==> config.mk <==
export PLATFORM = sky130hd
export DESIGN_NAME = crc32_byte_stream_top
export DESIGN_NICKNAME = d
export VERILOG_FILES = /design/src/rtl/crcbs_pkg.sv /design/src/rtl/crc32_byte_stream_top.sv /design/src/rtl/crcbs_in_stage.sv /design/src/rtl/crcbs_core.sv /design/src/rtl/crcbs_out_stage.sv
export VERILOG_INCLUDE_DIRS = /design/src /design/src/rtl
export SDC_FILE = /design/constraint.sdc
export NUM_CORES = 1
export LEC_CHECK = 0
export BUFFER_PORTS_ARGS = -buffer_cell sky130_fd_sc_hd__buf_4
export CAP_MARGIN = 0
export CORE_MARGIN = 2
export CORE_UTILIZATION = 53
export CTS_BUF_LIST = sky130_fd_sc_hd__clkbuf_16
export DETAILED_ROUTE_END_ITERATION = 10
export MAX_ROUTING_LAYER = met4
export PLACE_DENSITY = 0.75
export REMOVE_ABC_BUFFERS = 1
export SYNTH_ARGS = -nofsm -noshare
export SYNTH_HDL_FRONTEND = slang
export SYNTH_HIERARCHICAL = 1
export SYNTH_SLANG_ARGS = --single-unit
==> constraint.sdc <==
create_clock -name clk -period 7.8 [get_ports clk]
set_input_delay 1.56 -clock clk [delete_from_list [all_inputs] [get_ports clk]]
set_output_delay 1.56 -clock clk [all_outputs]
set_load 0.02 [all_outputs]
==> src/rtl/crc32_byte_stream_top_macros.svh <==
// Assertion macros shared by the CRC-32 byte stream RTL.
// Expects clk and arst_n in the scope of each use.
`ifndef CRC32_BYTE_STREAM_TOP_MACROS_SVH
`define CRC32_BYTE_STREAM_TOP_MACROS_SVH

// same-cycle implication
`define CRCBS_ASSERT_IMP(lbl, ant, con, msg) \
	lbl: assert property (@(posedge clk) disable iff (!arst_n) (ant) |-> (con)) \
		else $error(msg);

// next-cycle implication
`define CRCBS_ASSERT_NXT(lbl, ant, con, msg) \
	lbl: assert property (@(posedge clk) disable iff (!arst_n) (ant) |=> (con)) \
		else $error(msg);

`endif

==> src/rtl/crcbs_pkg.sv <==
// Package for the CRC-32 byte stream block: item types, command codes, byte fold.
// No dependencies.
`default_nettype none

package crcbs_pkg;

	localparam logic [31:0] CRC_POLY   = 32'hEDB8_8320;
	localparam logic [31:0] CRC_XOROUT = 32'hFFFF_FFFF;

	typedef enum logic {
		CMD_DATA   = 1'b0,
		CMD_FINISH = 1'b1
	} cmd_t;

	typedef struct packed {
		logic       valid;
		cmd_t       command;
		logic [7:0] data_byte;
	} item_t;

	typedef struct packed {
		logic [31:0] byte_count;
		logic [31:0] crc_value;
	} result_t;

	// reflected CRC-32, one byte, eight shift/xor steps
	function automatic logic [31:0] crc_fold(input logic [31:0] acc, input logic [7:0] b);
		logic [31:0] lo;
		lo = {24'h0, acc[7:0] ^ b};
		for (int i = 0; i < 8; i++) begin
			lo = lo[0] ? ((lo >> 1) ^ CRC_POLY) : (lo >> 1);
		end
		return {8'h0, acc[31:8]} ^ lo;
	endfunction

endpackage

`default_nettype wire

==> src/rtl/crc32_byte_stream_top.sv <==
// CRC-32 byte stream: one item per cycle while the input is not stalled; a finish
// item passes the input register, then its result is loaded into the result
// register, from which the output stream offers it.
// The byte fold is an unrolled eight-step XOR network between the input register and the accumulator.
// Input stalls only when a finish meets a full result register that is not taken.
// Reset (arst_n low) clears valid flags, accumulator, byte count and start value.
`default_nettype none

module crc32_byte_stream_top
	import crcbs_pkg::*;
(
	input  wire logic        clk,
	input  wire logic        arst_n,
	input  wire logic        s_axis_tvalid,
	output logic             s_axis_tready,
	input  wire logic [7:0]  s_axis_tdata,   // [7:0] data_byte
	input  wire logic        s_axis_tuser,   // [0] command
	output logic             m_axis_tvalid,
	input  wire logic        m_axis_tready,
	output logic [63:0]      m_axis_tdata,   // [31:0] crc_value, [63:32] byte_count
	input  wire logic        cfg_valid,
	output logic             cfg_ready,
	input  wire logic [31:0] cfg_data        // start_value
);

	item_t   item_s1;
	logic    advance;
	logic    out_free;
	logic    res_load;
	result_t res;

	crcbs_in_stage u_in (
		.clk           (clk),
		.arst_n        (arst_n),
		.s_axis_tvalid (s_axis_tvalid),
		.s_axis_tready (s_axis_tready),
		.s_axis_tdata  (s_axis_tdata),
		.s_axis_tuser  (s_axis_tuser),
		.advance       (advance),
		.item_s1       (item_s1)
	);

	crcbs_core u_core (
		.clk       (clk),
		.arst_n    (arst_n),
		.cfg_valid (cfg_valid),
		.cfg_ready (cfg_ready),
		.cfg_data  (cfg_data),
		.item_s1   (item_s1),
		.out_free  (out_free),
		.advance   (advance),
		.res_load  (res_load),
		.res       (res)
	);

	crcbs_out_stage u_out (
		.clk           (clk),
		.arst_n        (arst_n),
		.res_load      (res_load),
		.res           (res),
		.out_free      (out_free),
		.m_axis_tvalid (m_axis_tvalid),
		.m_axis_tready (m_axis_tready),
		.m_axis_tdata  (m_axis_tdata)
	);

endmodule

`default_nettype wire

==> src/rtl/crcbs_in_stage.sv <==
// Input register of the CRC-32 byte stream block.
// Depends on crcbs_pkg.
`default_nettype none

module crcbs_in_stage
	import crcbs_pkg::*;
(
	input  wire logic       clk,
	input  wire logic       arst_n,
	input  wire logic       s_axis_tvalid,
	output logic            s_axis_tready,
	input  wire logic [7:0] s_axis_tdata,   // [7:0] data_byte
	input  wire logic       s_axis_tuser,   // [0] command
	input  wire logic       advance,
	output item_t           item_s1
);

	logic       valid_s1;
	cmd_t       cmd_s1;
	logic [7:0] byte_s1;

	assign s_axis_tready = !valid_s1 || advance;

	always_ff @(posedge clk or negedge arst_n) begin
		if (!arst_n) begin
			valid_s1 <= 1'b0;
		end else if (s_axis_tready) begin
			valid_s1 <= s_axis_tvalid;
		end
	end

	always_ff @(posedge clk) begin
		if (s_axis_tvalid && s_axis_tready) begin
			cmd_s1  <= cmd_t'(s_axis_tuser);
			byte_s1 <= s_axis_tdata;
		end
	end

	always_comb begin
		item_s1.valid     = valid_s1;
		item_s1.command   = cmd_s1;
		item_s1.data_byte = byte_s1;
	end

endmodule

`default_nettype wire

==> src/rtl/crcbs_core.sv <==
// CRC accumulator, byte counter and start value register.
// Depends on crcbs_pkg and crc32_byte_stream_top_macros.svh.
`default_nettype none
`include "crc32_byte_stream_top_macros.svh"

module crcbs_core
	import crcbs_pkg::*;
(
	input  wire logic        clk,
	input  wire logic        arst_n,
	input  wire logic        cfg_valid,
	output logic             cfg_ready,
	input  wire logic [31:0] cfg_data,
	input  wire item_t       item_s1,
	input  wire logic        out_free,
	output logic             advance,
	output logic             res_load,
	output result_t          res
);

	logic [31:0] start_q;
	logic [31:0] acc_q;
	logic [31:0] bytes_q;
	logic        is_finish;

	assign cfg_ready = 1'b1;
	assign is_finish = (item_s1.command == CMD_FINISH);
	assign advance   = item_s1.valid && (!is_finish || out_free);
	assign res_load  = item_s1.valid && is_finish && out_free;

	always_comb begin
		res.crc_value  = acc_q ^ CRC_XOROUT;
		res.byte_count = bytes_q;
	end

	always_ff @(posedge clk or negedge arst_n) begin
		if (!arst_n) begin
			start_q <= '0;
		end else if (cfg_valid && cfg_ready) begin
			start_q <= cfg_data;
		end
	end

	always_ff @(posedge clk or negedge arst_n) begin
		if (!arst_n) begin
			acc_q   <= '0;
			bytes_q <= '0;
		end else if (advance) begin
			if (is_finish) begin
				acc_q   <= start_q;
				bytes_q <= '0;
			end else begin
				acc_q   <= crc_fold(acc_q, item_s1.data_byte);
				bytes_q <= bytes_q + 32'd1;
			end
		end
	end

	`CRCBS_ASSERT_NXT(a_finish_clears, advance && is_finish, bytes_q == 32'd0, "count not cleared")
	`CRCBS_ASSERT_NXT(a_finish_reload, advance && is_finish, acc_q == $past(start_q), "acc not reloaded")
	`CRCBS_ASSERT_NXT(a_fold_count, advance && !is_finish, bytes_q == $past(bytes_q) + 32'd1, "count step")
	`CRCBS_ASSERT_NXT(a_hold, !advance, $stable(acc_q) && $stable(bytes_q), "state moved while stalled")
	`CRCBS_ASSERT_IMP(a_load_free, res_load, out_free && advance, "result loaded into busy register")

endmodule

`default_nettype wire

==> src/rtl/crcbs_out_stage.sv <==
// Result register of the CRC-32 byte stream block, master side of the stream.
// Depends on crcbs_pkg.
`default_nettype none

module crcbs_out_stage
	import crcbs_pkg::*;
(
	input  wire logic        clk,
	input  wire logic        arst_n,
	input  wire logic        res_load,
	input  wire result_t     res,
	output logic             out_free,
	output logic             m_axis_tvalid,
	input  wire logic        m_axis_tready,
	output logic [63:0]      m_axis_tdata   // [31:0] crc_value, [63:32] byte_count
);

	logic    valid_s2;
	result_t res_s2;

	assign out_free      = !valid_s2 || m_axis_tready;
	assign m_axis_tvalid = valid_s2;
	assign m_axis_tdata  = {res_s2.byte_count, res_s2.crc_value};

	always_ff @(posedge clk or negedge arst_n) begin
		if (!arst_n) begin
			valid_s2 <= 1'b0;
		end else if (out_free) begin
			valid_s2 <= res_load;
		end
	end

	always_ff @(posedge clk) begin
		if (res_load) begin
			res_s2 <= res;
		end
	end

endmodule

`default_nettype wire

* Yosys cells after proc, flatten, opt, wreduce, memory -nomap -nowiden
Cells that the tools add are included.
Operators by class: $add $sub $neg 1, muxes and demuxes 10, bitwise operators 11, reduce and logical (&&, ||, !) cells 10
Operator list (count):
- $mux 32 | 10
- $not 13->14 | 7
- $add 32x1->32 const B | 1
- $not 32->32 | 1
- $xor 24x32->32 | 1
- $not 1->14 | 1
- $xor 8x8->8 | 1
- $logic_and 1x1->1 | 4
- $logic_not 1->1 | 3
- $logic_or 1x1->1 | 3
Word-level totals: register bits 171, bits of input ports 46, output and inout bits 67, word-level logic and storage cells 41

* Depth between registers and ports, before layout
Gate-level depths: netlist (run 1).
depth in word-level cells 19, mapped depth 8

* Hierarchy
The synthesis (run 1) kept the hierarchy.
By module, submodules not included:
- crcbs_core | times used 1, cells an instance 480, area an instance 5230.0 µm², seq. area each 2402.3 µm²
- crcbs_out_stage | times used 1, cells an instance 67, area an instance 1969.4 µm², seq. area each 1946.9 µm²
- crcbs_in_stage | times used 1, cells an instance 15, area an instance 339.1 µm², seq. area each 295.3 µm²

* Worst setup path before layout (run 1)
No wires, ideal clock.
path kind input to register, start in m_axis_tready, end reg u_out.valid_s2 (netlist: u_out/m_axis_tvalid), arrival 4415 ps, slack 3307 ps, stages 5, cells stage by stage nand2b_4 > nand2_1 > nor2_1 > clkbuf_1 > nand2b_2
Between the ends: cells in the longest elaborated chain, start to end 2
RTL lines:
- from (decl) | line crc32_byte_stream_top.sv:19 | input wire logic m_axis_tready,
- $logic_or 1x1->1 | line crcbs_out_stage.sv:21 | assign out_free = !valid_s2 || m_axis_tready;
- $logic_and 1x1->1 | line crcbs_core.sv:29 | assign res_load = item_s1.valid && is_finish && out_free;
- via res_load | line crc32_byte_stream_top.sv:29 | logic res_load;
- to (signal assigned) | line crcbs_out_stage.sv:29 | valid_s2 <= res_load;
- to (decl) | line crcbs_out_stage.sv:18 | logic valid_s2;
The timed path passes the listed nets, and every way through them passes these cells. A chain may end at the register's enable or synchronous reset.

* Worst setup path in the final report (run 1)
start in m_axis_tready, end out s_axis_tready
Between the ends: cells in the longest elaborated chain, start to end 4
RTL lines:
- $logic_or 1x1->1 | line crcbs_out_stage.sv:21
- via out_free | line crc32_byte_stream_top.sv:28 | logic out_free;
- $logic_or 1x1->1 | line crcbs_core.sv:28 | assign advance = item_s1.valid && (!is_finish || out_free);
- $logic_and 1x1->1 | line crcbs_core.sv:28
- via advance | line crc32_byte_stream_top.sv:27 | logic advance;
- $logic_or 1x1->1 | line crcbs_in_stage.sv:22 | assign s_axis_tready = !valid_s1 || advance;
- to (decl) | line crc32_byte_stream_top.sv:15 | output logic s_axis_tready,
The timed path passes the listed nets, and every way through them passes these cells.

==> flow_summary.yaml, run 1 <==
sta:
  setup_viol: 0
  report.final.slew_viol_count: 0
  tns_ns: 0
  fmax_mhz: 186
  post-route-min-period_ns: 5.37
  rsz0062_at_grt: "no"
  skew_ns: 0.00794
  holdWs_ns: 0.485
  hold_violations: 0
  tightest_slew_ns: 1.23
  final.period_utilization_pct: 68.8
  relSlewSlack_pct: 17.7
pwr:
  power.internal_uw: 2210
  clkPwrFrac_pct: 22.5
  cellPowerDensity_nw_per_um2: 372
  power_leakage_uw: 0.00373
  seq_power_share_pct: 37.4
  power_frac_comb_pct: 40.1
  ir_worst_vdd_mv: 0.225
  swShare_pct: 34.3
  p_sw_uw: 1150
route:
  vias: 4749
  vias_per_cell: 5.50
  initialDrtViolationCount: 584
  postRouteAntennaNets: 0
  dr.pass1.iters: 5
  drc: 0
  post_drt_wl_per_cell_um: 17.6
  drt-total-wl_um: 15200
grt:
  grt_pass1_vias: 4757
  grt.total_usage_pct: 22.0
  met3_usage_pct: 4.98
  grt_busiest_layer: "met2"
  overflow: 0
  met1_usage_pct: 27.6
  grt_max_degree: 68
  met2_usage_pct: 35.7
  grt_pass1_wl_um: 24400
  antenna_found_initial: 0
synthesis:
  synth_top_area_share_pct: 32.5
  async_flop_share_pct: 57.3
  synthCells: 562
  synthFlopType: "dfrtp_1"
  syn_avg_cell_area_um2: 13.4
  synth_edf_count: 73
  ys_top_cells_by_area: "dfrtp_1, edfxtp_1, xnor2_1"
  syn-cell-area_um2: 7540
  ys_types: 50
  seq_area_frac_synth_pct: 61.6
  yosys_warnings: 6
  synth_seq_cells: 171
  synth_area_leader_cell: "dfrtp_1"
worst_hold_path:
  hold_path.class: "register to register"
  hold_depth: 0
floorplanning:
  dieHeight_um: 123
  die_area_um2: 15200
  ioPinCount: 113
  initial_utilization_pct: 54.3
  fp.coreArea_um2: 13900
  die_w_um: 123
  rows: 43
clock_network:
  cts_made_buffers: 17
  clockBufferDepth: 2
  clock_latency_ns: 0.43
  numClockSinks: 171
  h-tree-depth: 4
  cts_root_buf: "clkbuf_16"
  cts_setup_buffers: 0
  tritoncts: "done"
  cts_hold_buf: 0
  cts_resized: 0
  clk_pin_slew_ns: 0.06
setup_path:
  start_kind: "input pin"
  critPathRequiredTime_ns: 6.24
  worstPathArrival_ns: 3.81
  worst-path-max-fanout: 31
  r2r_cells: 3
  worstSetupPathType: "input pin to output pin"
  end_kind: "output pin"
cells_and_area:
  diodes: 0
  fin_area_um2: 9040
  syn_to_final_growth_pct: 20.0
  fin_nets: 717
  finish.utilization_pct: 65.2
  drive_above_1_share_pct: 28.6
place:
  gp_congestion: 0.823
  portBuffers: 111
  dpl.hpwl_um: 10300
  postPlaceCellArea_um2: 8520
status:
  outcome: "completed"
run:
  maxCapViolations: 0
==> layout make-up <==
type                       count  area [µm²]
clock buffer                  17         425
inverter                      37         139
sequential                   171        4640
timing repair buffer         114         856
multi-input combinational    329        2660
clock inverter                15        97.6
fill                        1051        4840
tap                          180         225
==> state kept, by name (all words and copies together) (netlist names) <==
signal               flops
u_core/bytes_q          32
u_core/acc_q            32
u_in/byte_s1             8
u_out/m_axis_tvalid      1
u_core/start_q          32
u_in/valid_s1            1
u_in/cmd_s1              1
u_out/m_axis_tdata      64
==> through the flow <==
step / total power [µW] / instances / worst slack [ns]
after floorplan: 2310 / 537 / 1.44
after global placement: 2580 / 831 / 2.53
after detailed placement: 2620 / 831 / 2.46
after CTS: 3380 / 863 / 2.42
after global routing: 3540 / 863 / 2.27
final: 3360 / 863 / 2.43
==> power by group through the flow <==
stage	Combinational (µW)	Sequential [µW]	Clock, µW
5_1_grt	1460	1280	801
2_1_floorplan	1010	1300	0
4_1_cts	1360	1260	765
6_report	1350	1260	756
3_5_place_dp	1340	1270	0
3_3_place_gp	1310	1270	0
==> metal layers <==
metal / routed length, µm / vias to the layer above
met5: 0 / -
met4: 244 / 0
met3: 866 / 20
met2: 7870 / 165
met1: 6170 / 2365
li1: - / 2199
==> cells in the final DEF (no fill, tap or decap), drive strengths merged, types with 5 or more instances in the layout <==
master  netlist  final
a21oi        18     18
clkbuf       19     17
a221oi       14     14
nor4          5      5
or3           8      8
and3          8      8
buf           6    114
o22ai        13     13
nand4         7      7
nand3        12     12
nand2b        5      5
mux2         32     32
nor2         38     38
inv          37     43
clkinv        0      8
mux2i         5      5
and4          5      5
dfrtp        98     98
o21ai        23     23
xor2         14     14
nor3          6      6
nand2        19     19
edfxtp       73     73
xnor2        74     74
==> synthesized netlist by cell type (9+ instances only) <==
cell and n:
dfrtp_1 98, edfxtp_1 73, xnor2_1 62, nor2_1 38, inv_1 36, mux2_2 32
clkbuf_1 19, nand2_1 19, a21oi_1 18, o21ai_0 18, a221oi_1 13, o22ai_1 13
nand3_1 11, xnor2_4 11, xor2_1 9
==> worst max-delay path: stages <==
cell	delay, ns
buf_4	0.11
nand2b_4	0.22
nand2b_1	0.23
nand2_1	0.79
inv_1	0.45
nand2b_4	0.27
buf_4	0.18
==> worst paths after layout <==
path | slack [ns] | start | end
max in group asynchronous | 5.52 | arst_n | u_core/bytes_q[17]
worst max register to register | 4.43 | u_in/valid_s1 | u_out/m_axis_tdata[13]
worst max-delay path | 2.43 | m_axis_tready | s_axis_tready
worst min register to register | 0.49 | u_core/bytes_q[31] | u_out/m_axis_tdata[63]
worst min-delay path | 0.49 | u_core/bytes_q[31] | u_out/m_axis_tdata[63]
min in group asynchronous | 1.08 | arst_n | u_core/start_q[19]
==> cells by family (layout without fill, tap and decap cells) <==
kind of cell | Yosys count | count (layout) | share of synthesized area (%)
simple gates | 122 | 122 | 8.61
xor+xnor | 89 | 89 | 14.2
mux | 37 | 37 | 5.44
buf+inv | 62 | 183 | 3.24
fa+ha+maj | 1 | 1 | 0.166
compound gates | 79 | 79 | 6.71
flops | 171 | 171 | 61.6
other cells | 1 | 1 | 0.0497
Note: power is estimated with default switching activity, not from simulation.
==> run 2, diff against run 1 <==
- ABC_AREA: not set -> 1
- CORE_UTILIZATION: 53 -> 52
- PLACE_DENSITY: 0.75 -> 0.76
- clock period: 7.8 -> 4.9 ns (I/O delays scaled with it)
==> flow_summary.yaml, run 2 <==
status:
  outcome: "completed"
route:
  initialDrtViolationCount: 663
  drc: 0
  vias: 6297
  postRouteAntennaNets: 0
  drt-total-wl_um: 18800
  dr.pass1.iters: 5
  vias_per_cell: 5.45
  post_drt_wl_per_cell_um: 16.3
cells_and_area:
  largest_reg_flops: 64
  drive_above_1_share_pct: 21.7
  layout_commonest_cell: "nand2_1"
  diodes: 0
  mostFrequentLayoutCells: "nand2_1, buf_4, dfrtp_1"
  fin_nets: 1002
  fin_area_um2: 9610
  fin_cells: 1156
  nFillCells: 1249
  syn_to_final_growth_pct: 18.9
sta:
  post-route-min-period_ns: 3.44
  report.final.slew_viol_count: 0
  setup_viol: 0
  final.period_utilization_pct: 70.3
  tns_ns: 0
  tightest_slew_ns: 1.05
  relSlewSlack_pct: 30.3
  rsz0062_at_grt: "no"
  skew_ns: 0.00839
  fmax_mhz: 290
  hold_violations: 0
synthesis:
  async_flop_share_pct: 57.3
  synth_top_area_share_pct: 30.3
  synth_common_cells: "nand2_1, dfrtp_1, inv_1, edfxtp_1, o21ai_0"
  synth_edf_count: 73
  syn-cell-area_um2: 8080
  synthCells: 848
  synth_area_leader_cell: "dfrtp_1"
  ys_top_cells_by_area: "dfrtp_1, edfxtp_1, nand2_1"
  syn_avg_cell_area_um2: 9.53
  synthFlopType: "dfrtp_1"
  synth_seq_cells: 171
  yosysMostFrequentCell: "nand2_1"
  yosys_warnings: 6
  seq_area_frac_synth_pct: 57.5
  ys_types: 48
place:
  dp.cells: 1124
  gp_congestion: 0.954
  postPlaceCellArea_um2: 9070
  portBuffers: 111
  dpl.hpwl_um: 12900
grt:
  antenna_found_initial: 0
  grt_max_degree: 72
  grt.total_usage_pct: 24.8
  grt_pass1_vias: 6169
  grt_pass1_wl_um: 30500
  overflow: 0
floorplanning:
  die_w_um: 129
  dieHeight_um: 129
  ioPinCount: 113
  fp.coreArea_um2: 15200
  die_area_um2: 16600
  initial_utilization_pct: 53.2
  rows: 45
clock_network:
  h-tree-depth: 4
  tritoncts: "done"
  clockBufferDepth: 2
  cts_setup_buffers: 0
  cts_hold_buf: 0
  clock_latency_ns: 0.43
  cts_resized: 0
  clk_pin_slew_ns: 0.06
  numClockSinks: 171
  cts_root_buf: "clkbuf_16"
  cts_made_buffers: 17
setup_path:
  r2r_setup_slack_ns: 2.14
  worst-path-max-fanout: 42
  critPathRequiredTime_ns: 3.92
  start_kind: "input pin"
  end_kind: "output pin"
  worstSetupPathType: "input pin to output pin"
  worstPathArrival_ns: 2.46
pwr:
  power.internal_uw: 3050
  swShare_pct: 35.9
  ir_worst_vdd_mv: 0.279
  p_sw_uw: 1710
  power_frac_comb_pct: 33.0
  seq_power_share_pct: 40.9
  clkPwrFrac_pct: 26.0
  power_leakage_uw: 0.00440
  cellPowerDensity_nw_per_um2: 495
run:
  maxCapViolations: 0
worst_hold_path:
  hold_path.class: "register to register"
==> run 2: cell types whose count changed after synthesis, sizes merged, moves of 38 or more <==
cell	before	now
o21ai	23	70
nand3	12	50
xnor2	74	8
nand2	19	226
inv	37	101
==> run 2: worst paths after layout <==
path / startpoint / endpoint / cells after the start
worst max-delay path: m_axis_tready / s_axis_tready / 8
worst min-delay path: u_core/bytes_q[1] / u_out/m_axis_tdata[33] / 0
worst max register to register: u_in/cmd_s1 / u_core/bytes_q[4] / 7
worst min register to register: u_core/bytes_q[1] / u_out/m_axis_tdata[33] / 0
max in group asynchronous: arst_n / u_core/acc_q[19] / 2
min in group asynchronous: arst_n / u_core/acc_q[31] / 1
==> run 2: kinds of logic (layout without fill, tap and decap cells) <==
group	after synthesis	in the layout	synth area share [%]
compound gates	128	128	8.86
xor+xnor	36	36	4.32
fa+ha+maj	1	1	0.155
buf+inv	132	252	6.52
flops	171	171	57.5
mux	19	19	2.65
other cells	1	1	0.0464
simple gates	360	360	20.0
==> run 2: cell type report <==
class | instances | area, µm² | share of cell area, %
clock inverter | 14 | 90.1 | 0.938
timing repair buffer | 117 | 878 | 9.14
sequential | 171 | 4640 | 48.3
inverter | 103 | 388 | 4.04
clock buffer | 18 | 450 | 4.69
multi-input combinational | 545 | 2920 | 30.4
tap | 188 | 235 | 2.45
==> run 2: per-stage QoR <==
stage               util (%)  setup slack, ns  hold slack, ns  power (µW)
global placement        59.6             1.45           0.462        3460
global route            63.2             1.31           0.528        5040
finish                  63.2             1.46           0.502        4760
floorplan                  -            0.882           0.447        3040
CTS                     63.2             1.41           0.501        4760
detailed placement      59.6             1.41           0.476        3510
==> run 2: critical path, stage by stage <==
cell and delay [ns]:
buf_4 0.11, inv_1 0.05, nand2_2 0.09, nand2_1 0.43, nand2_4 0.38, inv_1 0.16, nand2_1 0.09, buf_4 0.17
==> run 2: power by group through the flow <==
stage	Combinational [µW]	Clock [µW]	Sequential, µW
after floorplan	1020	0	2020
after global placement	1500	0	1960
after detailed placement	1540	0	1970
after CTS	1560	1260	1950
after global routing	1750	1320	1970
final	1570	1240	1950
==> run 2: routing by layer <==
layer  track usage, %  part of all wire, %  vias to the layer above
met5                -                    0                        -
met4             9.08                  2.4                        0
met3             5.24                  5.0                       29
met2             40.8                   50                      219
met1             30.4                   42                     3017
li1                 -                    -                     3032
